`src/design/mcfir_pkg.sv`:
```
// Shared types and constants of the multichannel FIR filter.
`default_nettype none

package mcfir_pkg;

    localparam int unsigned SAMPLE_W = 32;
    localparam int unsigned ACC_W    = 48;
    localparam int unsigned SHIFT_R  = 23;
    localparam logic [55:0] ROUND_K  = 56'h40_0000;

    typedef enum logic {
        ACT_COEF   = 1'b0,
        ACT_FILTER = 1'b1
    } t_action;

    typedef struct packed {
        logic                       action;
        logic [2:0]                 channel;
        logic [4:0]                 tap;
        logic signed [SAMPLE_W-1:0] coeff_value;
        logic signed [SAMPLE_W-1:0] sample;
    } t_in_item;

    typedef struct packed {
        logic [2:0]                 out_channel;
        logic signed [SAMPLE_W-1:0] filtered;
    } t_out_item;

    typedef enum logic [2:0] {
        ST_CLEAR,
        ST_IDLE,
        ST_DECODE,
        ST_PTR,
        ST_MAC,
        ST_DRAIN,
        ST_OUT
    } t_state;

    typedef struct packed {
        logic clr;
        logic load_item;
        logic wr_coef;
        logic rd_ptr;
        logic shift;
        logic mac_issue;
        logic load_out;
    } t_fir_cmd;

    typedef struct packed {
        logic clr_last;
        logic is_filter;
        logic ch_ok;
        logic tap_ok;
        logic issue_last;
        logic pipe_busy;
        logic out_free;
    } t_fir_sts;

endpackage

`default_nettype wire

```
`src/design/mcfir_ctrl.sv`:
```
// Sequencer of the multichannel FIR filter: clear sweep, decode, MAC loop, output.
`default_nettype none

module mcfir_ctrl (
    input  wire                  i_clk,
    input  wire                  i_rst_n,
    input  wire                  i_in_valid,
    output logic                 o_in_stall,
    input  mcfir_pkg::t_fir_sts  i_sts,
    output mcfir_pkg::t_fir_cmd  o_cmd
);
    import mcfir_pkg::*;

    t_state r_state;
    t_state n_state;

    always_ff @(posedge i_clk) begin
        if (!i_rst_n) begin
            r_state <= ST_CLEAR;
        end else begin
            r_state <= n_state;
        end
    end

    always_comb begin
        n_state    = r_state;
        o_cmd      = '0;
        o_in_stall = 1'b1;
        case (r_state)
            ST_CLEAR: begin
                o_cmd.clr = 1'b1;
                if (i_sts.clr_last) begin
                    n_state = ST_IDLE;
                end
            end
            ST_IDLE: begin
                o_in_stall = 1'b0;
                if (i_in_valid) begin
                    o_cmd.load_item = 1'b1;
                    n_state         = ST_DECODE;
                end
            end
            ST_DECODE: begin
                if (!i_sts.ch_ok) begin
                    n_state = ST_IDLE;
                end else if (i_sts.is_filter) begin
                    o_cmd.rd_ptr = 1'b1;
                    n_state      = ST_PTR;
                end else begin
                    o_cmd.wr_coef = i_sts.tap_ok;
                    n_state       = ST_IDLE;
                end
            end
            ST_PTR: begin
                o_cmd.shift = 1'b1;
                n_state     = ST_MAC;
            end
            ST_MAC: begin
                o_cmd.mac_issue = 1'b1;
                if (i_sts.issue_last) begin
                    n_state = ST_DRAIN;
                end
            end
            ST_DRAIN: begin
                if (!i_sts.pipe_busy) begin
                    n_state = ST_OUT;
                end
            end
            ST_OUT: begin
                if (i_sts.out_free) begin
                    o_cmd.load_out = 1'b1;
                    n_state        = ST_IDLE;
                end
            end
            default: begin
                n_state = ST_CLEAR;
            end
        endcase
    end

endmodule

`default_nettype wire

```
`config.mk`:
```
export PLATFORM = sky130hd
export DESIGN_NAME = mcfir_ctrl
export DESIGN_NICKNAME = d
export VERILOG_FILES = /design/src/design/mcfir_pkg.sv /design/src/design/mcfir_ctrl.sv
export SDC_FILE = /design/constraint.sdc
export NUM_CORES = 1
export LEC_CHECK = 0
export BUFFER_PORTS_ARGS = -buffer_cell sky130_fd_sc_hd__buf_2
export CAP_MARGIN = 20
export CORE_AREA = 2 2 39 41
export DETAILED_ROUTE_END_ITERATION = 10
export DIE_AREA = 0 0 41 43
export RECOVER_POWER = 100
export SLEW_MARGIN = 20
export SYNTH_ARGS = -nofsm -noshare
export SYNTH_HDL_FRONTEND = slang
export SYNTH_SLANG_ARGS = --single-unit
```
`constraint.sdc`:
```
create_clock -name i_clk -period 1.8 [get_ports i_clk]
set_input_delay 0.09 -clock i_clk [delete_from_list [all_inputs] [get_ports i_clk]]
set_output_delay 0.09 -clock i_clk [all_outputs]
set_load 0.005 [all_outputs]
```
==> results of run 1 <==
[cell usage after synthesis]
master and count:
nand2_1 4, nor3b_1 1, dfxtp_1 3, nand2b_2 2
o21ai_0 2, buf_2 1, buf_6 1, o31a_1 1
and2b_2 2, a21oi_1 1, nor2_1 2, and2_0 1
o21a_1 1, nor3b_2 1, and3_2 1, nor2b_1 2
a32o_2 1, or2b_1 1, mux2i_1 2, nor3_1 1
nand2b_1 1, and2_1 2, and3b_1 1
[worst paths after layout]
| path | to | start | slack [ns] | depth (start not counted) |
|---|---|---|---|---|
| worst max-delay path | o_cmd[4] | r_state[0]$_SDFFE_PN0P_ | 0.32 | 4 |
| worst min-delay path | r_state[2]$_SDFFE_PN0P_ | i_rst_n | 0.10 | 2 |
| worst max register to register | r_state[1]$_SDFFE_PN0P_ | r_state[0]$_SDFFE_PN0P_ | 0.61 | 3 |
| worst min register to register | r_state[0]$_SDFFE_PN0P_ | r_state[0]$_SDFFE_PN0P_ | 0.62 | 2 |
[cell families after synthesis]
| group | synth area share |
|---|---|
| buf+inv | 0.0575 |
| simple gates | 0.509 |
| flops | 0.212 |
| mux | 0.0708 |
| compound gates | 0.150 |
[through the flow]
step                total power, uW  instances  hold slack (ns)  area [um2]  worst slack (ns)
floorplan                       184         35            0.207         283             0.747
global placement                211         66            0.342         372             0.601
detailed placement              214         66            0.342         372             0.549
CTS                             337         70           0.0935         398             0.294
global route                    345         70            0.123         388             0.230
finish                          319         70            0.102         388             0.323
[routing by layer]
layer / track usage / vias to the layer above
li1: - / 158
met1: 0.0449 / 129
met2: 0.125 / 6
met3: 0.0209 / 2
met4: 0.120 / 0
met5: 0 / -
[cell type report]
type / instances / area share
sequential: 3 / 0.155
tap: 16 / 0.0516
multi-input combinational: 30 / 0.516
timing repair buffer: 17 / 0.210
clock buffer: 4 / 0.0677
[power by group]
part,switching [uW],internal [uW]
Clock,32.5,82.9
Combinational,40.1,63.3
Sequential,23.5,76.8
Total,96.1,223
==> results.cfg, run 1 <==
[status]
status = complete, no violations

[synth]
synth_cell_types = 23
netlist_area_um2 = 283
synth_top_area_frac = 0.212
synth_top_area_cell = dfxtp_1
synth_seq_area_share = 0.212
yosysWarnings = 0
syn_nets = 45
synthTopCellsByArea = dfxtp_1 21%, mux2i_1 7.1%, and2b_2 6.2%, nand2b_2 6.2%, nand2_1 5.3%
synth.avg_cell_area_um2 = 8.08
ys_ff_latch = 3
netlist_instances = 35

[worst_setup_path]
worstSetupPathType = flip-flop to output port
crit_buf_inv = 1
worstPathArrival_ns = 1.39
crit_path_end_kind = output port
critPathRequiredTime_ns = 1.71
cp_max_fo = 13
max_stage_delay_ns = 0.40
cp_cell_sequence = nand2b_2 -> nor3b_1 -> and3b_1 -> buf_2
start_kind = flip-flop
cpLargestDelayFamily = simple AND/OR/NAND/NOR gates
slowest_stage = dfxtp_1

[timing]
setup_viol = 0
rsz0062_at_grt = no
fin_crit_sh = 0.820
hold_viol = 0
skew_ns = 0.000333
min_period_ns = 1.48
setup_tns_ns = 0
worstMarginPinSlew_ns = 0.340
fmax_ghz = 0.677
relSlewSlack = 0.773
slew_viol_final = 0

[global_routing]
antenna_found_initial = 0
grt_max_degree = 14
grt_usage = 0.0762
grt-ovfl-total = 0
grt_pass1_vias = 261
grt_pass1_wl_um = 828

[place]
hpwl_um = 495
io_buffers = 17
place.gp.congestion = 0.756

[routing]
dr_wl_met3_um = 26
drc_errors = 0
drt-vias-per-instance = 4.21
wl_met1_um = 254
ant_nets = 0
vias = 295
top_layer = met4
wl_met2_um = 311
drtIter0Drc = 4
wl_um = 603
firstDrtPassIters = 2
wire_per_inst_um = 8.61

[die]
initial_core_util = 0.204
row_count = 14
core_area_um2 = 1380
io_pins = 18
die_w_um = 41
die-area_um2 = 1760
die-height_um = 43

[layout]
multi_input_area_um2 = 200
top_register = r_state
register_area_um2 = 60.1
final_common_cell = buf_2
reg_top3 = r_state (3)
area_growth_pct = 37.2
fill_cells = 163
nets = 65
largest_reg_flops = 3
drive_above_1_share = 0.407
final_cell_mix = 14 x buf_2, 4 x nand2_1, 4 x clkbuf_1
n_antenna_cell = 0
utilization = 0.280

[clocking]
cts_buffers = 3
cts_sinks = 3
htree_num_levels = 1
cts_tree = built
clk_pin_slew_ns = 0.04
cts_root_buf = clkbuf_4
post_cts_buffers = 0
worstSkewPairLatency_ns = 0.23
clk_path_buf_depth = 2
hold_buffers = 0
cts_resized = 0

[pwr]
p_per_area_nw_per_um2 = 823
ir_drop_uv = 297
leakage_uw = 0.000178

[run]
cap_viol_max_count = 0

[min_path]
hp-class = input port to flip-flop
Power figures use the tool's default switching activity.
==> run 2, diff against run 1 <==
- ABC_AREA: default -> 1
- clock period: 1.8 -> 1.2 ns (I/O delays scaled with it)
==> results.cfg, run 2 <==
[status]
status = complete, no violations

[clocking]
cts_root_buf = clkbuf_4
htree_num_levels = 1
clk_pin_slew_ns = 0.04
cts_sinks = 3
worstSkewPairLatency_ns = 0.24
cts_tree = built
cts_buffers = 3
clk_path_buf_depth = 2

[place]
place_ws_ns = 0.0150
place.gp.congestion = 0.830
io_buffers = 17
dp.cells = 85
hpwl_um = 572

[synth]
synth_flop_cell = dfxtp_1
ys_ff_latch = 3
syn_nets = 61
netlist_instances = 51
synthTopCellsByCount = 11 x nor2_1, 9 x inv_1, 8 x nand3_1, 6 x nand2_1
synth.avg_cell_area_um2 = 5.45
async_reset_ff_frac = 0
synth_most_common_cell = nor2_1
synthTopCellsByArea = dfxtp_1 22%, nor2_1 15%, nand3_1 14%, inv_1 12%, nand2_1 8.1%
synth_top_area_frac = 0.216
synth_edf_count = 0
netlist_area_um2 = 278
synth_top_area_cell = dfxtp_1
yosysWarnings = 0
synth_seq_area_share = 0.216
synth_cell_types = 14

[layout]
n_antenna_cell = 0
top_register = r_state
final_cell_mix = 15 x buf_2, 9 x nor2_1, 7 x inv_1
fill_cells = 172
nets = 87
fin_cells = 92
area_growth_pct = 73.4
reg_top3 = r_state (3)
final_common_cell = buf_2
drive_above_1_share = 0.487
utilization = 0.348
largest_reg_flops = 3

[routing]
wire_per_inst_um = 8.92
ant_nets = 0
wl_um = 821
drtIter0Drc = 7
vias = 402
drt-vias-per-instance = 4.37
firstDrtPassIters = 4
drc_errors = 0

[timing]
setup_tns_ns = 0
worstMarginPinSlew_ns = 0.233
fmax_ghz = 0.844
relSlewSlack = 0.843
rsz0062_at_grt = yes
hold_viol = 0
min_period_ns = 1.19
skew_ns = 0.00803
finalWorstSetupSlack_ns = 0.0146
fin_crit_sh = 0.988
slew_viol_final = 0
setup_viol = 0

[run]
cap_viol_max_count = 0

[worst_setup_path]
worstPathArrival_ns = 1.13
cp_cell_sequence = buf_6 -> nor2_4 -> nand3_2 -> nor3b_2 -> buf_2
cpLargestDelayFamily = flip-flops
max_stage_delay_ns = 0.35
rr_worst_depth = 9
cp_max_fo = 3
start_kind = flip-flop
r2r_setup_slack_ns = 0.03
cp.depth = 5
slowest_stage = dfxtp_4
crit_buf_inv = 2
crit_path_end_kind = output port
worstSetupPathType = flip-flop to output port
critPathRequiredTime_ns = 1.14

[pwr]
leakage_uw = 0.000258
ir_drop_uv = 550
fin_total_pwr_uw = 1080
p_per_area_nw_per_um2 = 2250

[global_routing]
grt_pass1_vias = 278
grt_usage = 0.0853
grt-ovfl-total = 0
grt_max_degree = 9
grt_pass1_wl_mm = 1.04
antenna_found_initial = 0

[min_path]
hp-class = input port to flip-flop
hold_depth = 3

[die]
io_pins = 18
core_area_um2 = 1380
die_w_um = 41
initial_core_util = 0.201
die-height_um = 43
row_count = 14
die-area_um2 = 1760
==> run 2: cell count changes after synthesis, sizes merged, moves of 3 or more <==
cell,previous run,this run
and2,3,0
inv,0,10
nand2b,3,0
nand3,0,8
nor2,2,12
==> run 2: where the power goes <==
part | internal (uW) | switching, uW | total (uW)
sequential | 169 | 85.0 | 254
combinational | 307 | 342 | 650
clock | 125 | 55.8 | 181
==> run 2: layout make-up <==
type | instances | area (um2) | area share
clock buffer | 4 | 26.3 | 0.0545
timing repair buffer | 23 | 131 | 0.273
inverter | 10 | 37.5 | 0.0779
multi-input combinational | 36 | 198 | 0.410
tap | 16 | 20.0 | 0.0416
sequential | 3 | 68.8 | 0.143
==> run 2: worst paths after layout <==
kind | end | from
worst max-delay path | o_cmd[4] | r_state[0]$_SDFFE_PN0P_
worst min-delay path | r_state[1]$_SDFFE_PN0P_ | i_rst_n
worst max register to register | r_state[0]$_SDFFE_PN0P_ | r_state[0]$_SDFFE_PN0P_
worst min register to register | r_state[2]$_SDFFE_PN0P_ | r_state[2]$_SDFFE_PN0P_
==> run 2: cell families after synthesis <==
kind of cell,after synthesis,share of synthesized area
flops,3,0.216
compound gates,3,0.0540
simple gates,33,0.550
buf+inv,12,0.180
==> run 2: what timing repair did <==
item / CTS / global route
gates resized for setup: 7 / 9
setup endpoints to repair: 4 / 6
gates cloned: 0 / 0
pin swaps: 1 / 6
hold buffers: 0 / 0
setup buffers: 2 / 1
==> run 2: worst reg2reg max path, cell delays in order (launching register included) <==
cell,delay [ns]
dfxtp_4,0.35
buf_4,0.14
inv_2,0.06
nand3_2,0.07
nor2_2,0.13
inv_1,0.06
nand2_1,0.05
nor2_1,0.06
nor2_1,0.11
nor2_1,0.04
==> run 2: stage by stage <==
step           hold WS [ns]  instance area (um2)
3_3_place_gp          0.307                  393
5_1_grt              0.0502                  482
3_5_place_dp          0.307                  393
2_1_floorplan         0.153                  278
4_1_cts              0.0510                  457
6_report             0.0651                  482
==> run 2: layer usage <==
metal  GRT usage  wire (um)  vias up
li1            -          -      214
met1       0.116        364      180
met4      0.0400          0        0
met2       0.116        412        8
met5           0          0        -
met3      0.0314         44        0
==> run 3, diff against run 2 <==
- CAP_MARGIN: 20 -> default
- PLACE_DENSITY_LB_ADDON: default -> 0.3
==> results.cfg, run 3 (synthesis gave the netlist of run 2 again) <==
[status]
status = complete, but fails checks
violations = negative setup slack

[timing]
finalWorstSetupSlack_ns = -0.0223
relSlewSlack = 0.861
skew_ns = 0.00139
min_period_ns = 1.22
worstMarginPinSlew_ns = 0.207
slew_viol_final = 0
fmax_ghz = 0.818
hold_viol = 0
setup_viol = 1
fin_crit_sh = 1.02
rsz0062_at_grt = yes

[clocking]
cts_tree = built
cts_root_buf = clkbuf_4
cts_sinks = 3
cts_buffers = 3
hold_buffers = 0
worstSkewPairLatency_ns = 0.22
clk_pin_slew_ns = 0.03
htree_num_levels = 1
clk_path_buf_depth = 2

[worst_setup_path]
start_kind = flip-flop
crit_path_end_kind = output port
cp_max_fo = 4
critPathRequiredTime_ns = 1.14
worstPathArrival_ns = 1.16
worstSetupPathType = flip-flop to output port

[routing]
drtIter0Drc = 9
firstDrtPassIters = 4
vias = 402
drt-vias-per-instance = 4.32
wl_um = 780
wire_per_inst_um = 8.39
ant_nets = 0
drc_errors = 0

[die]
die-area_um2 = 1760
row_count = 14
io_pins = 18
die_w_um = 41
die-height_um = 43
core_area_um2 = 1380
initial_core_util = 0.201

[place]
hpwl_um = 630
place.gp.congestion = 0.724
placed_area_um2 = 408
io_buffers = 17

[pwr]
fin_total_pwr_uw = 1080
p_per_area_nw_per_um2 = 2260
leakage_uw = 0.000262
ir_drop_uv = 597

[global_routing]
grt-ovfl-total = 0
grt_max_degree = 10
grt_usage = 0.0912
grt_pass1_wl_mm = 1.18
grt_pass1_vias = 327
antenna_found_initial = 0

[run]
cap_viol_max_count = 0

[layout]
largest_reg_flops = 3
drive_above_1_share = 0.442
area_growth_pct = 71.6
design_area_um2 = 477
top_register = r_state
nets = 88
utilization = 0.344
final_common_cell = buf_2
final_cell_mix = 14 x buf_2, 10 x nor2_1, 8 x inv_1
n_antenna_cell = 0
reg_top3 = r_state (3)

[min_path]
hp-class = input port to flip-flop
==> run 3: cell count changes in the layout (fill, tap and decap cells not counted), sizes merged <==
cell and change:
clkbuf +1
==> run 3: layout make-up <==
class | count | area [um2]
Fill cell | 168 | 907
Multi-Input combinational cell | 36 | 185
Timing Repair Buffer | 24 | 139
Sequential cell | 3 | 68.8
Inverter | 10 | 37.5
Clock buffer | 4 | 26.3
Tap cell | 16 | 20.0
==> run 3: worst paths after layout <==
kind | start | end | slack [ns] | cells past startpoint
worst max-delay path | r_state[2]$_SDFFE_PN0P_ | o_cmd[4] | -0.02 | 5
worst min-delay path | i_rst_n | r_state[1]$_SDFFE_PN0P_ | 0.07 | 3
worst max register to register | r_state[2]$_SDFFE_PN0P_ | r_state[0]$_SDFFE_PN0P_ | 0.08 | 8
worst min register to register | r_state[1]$_SDFFE_PN0P_ | r_state[1]$_SDFFE_PN0P_ | 0.66 | 4
==> run 3: power breakdown <==
part / total, uW / switching (uW) / internal, uW
Sequential: 251 / 81.7 / 169
Clock: 166 / 42.5 / 124
Combinational: 662 / 326 / 337
Total: 1080 / 450 / 629
==> run 3: critical path, cell delays in order, from the launching register on <==
cell and delay [ns]:
dfxtp_4 0.35, buf_6 0.12, nor2_4 0.09, nand3_2 0.09, nor3b_2 0.17, buf_2 0.13
==> run 3: routing by layer <==
layer,global-route usage,routed length [um]
met2,0.147,441
met3,0.0157,36
met4,0.0200,0
met5,0,0
met1,0.121,302
==> run 3: timing repair <==
item / CTS / global route
resized for setup: 4 / 8
setup endpoints to repair: 3 / 5
buffers inserted: 0 / 2
pin swaps: 0 / 3
==> run 3: per-stage QoR <==
step                std cells  hold WS, ns  setup WS (ns)  TNS (ns)
floorplan                  51        0.153          0.135         0
global placement           87        0.310         0.0226         0
detailed placement         87        0.308         0.0337         0
CTS                        91       0.0699        -0.0558   -0.0558
global route               93       0.0728        -0.0938    -0.135
finish                     93       0.0697        -0.0223   -0.0223
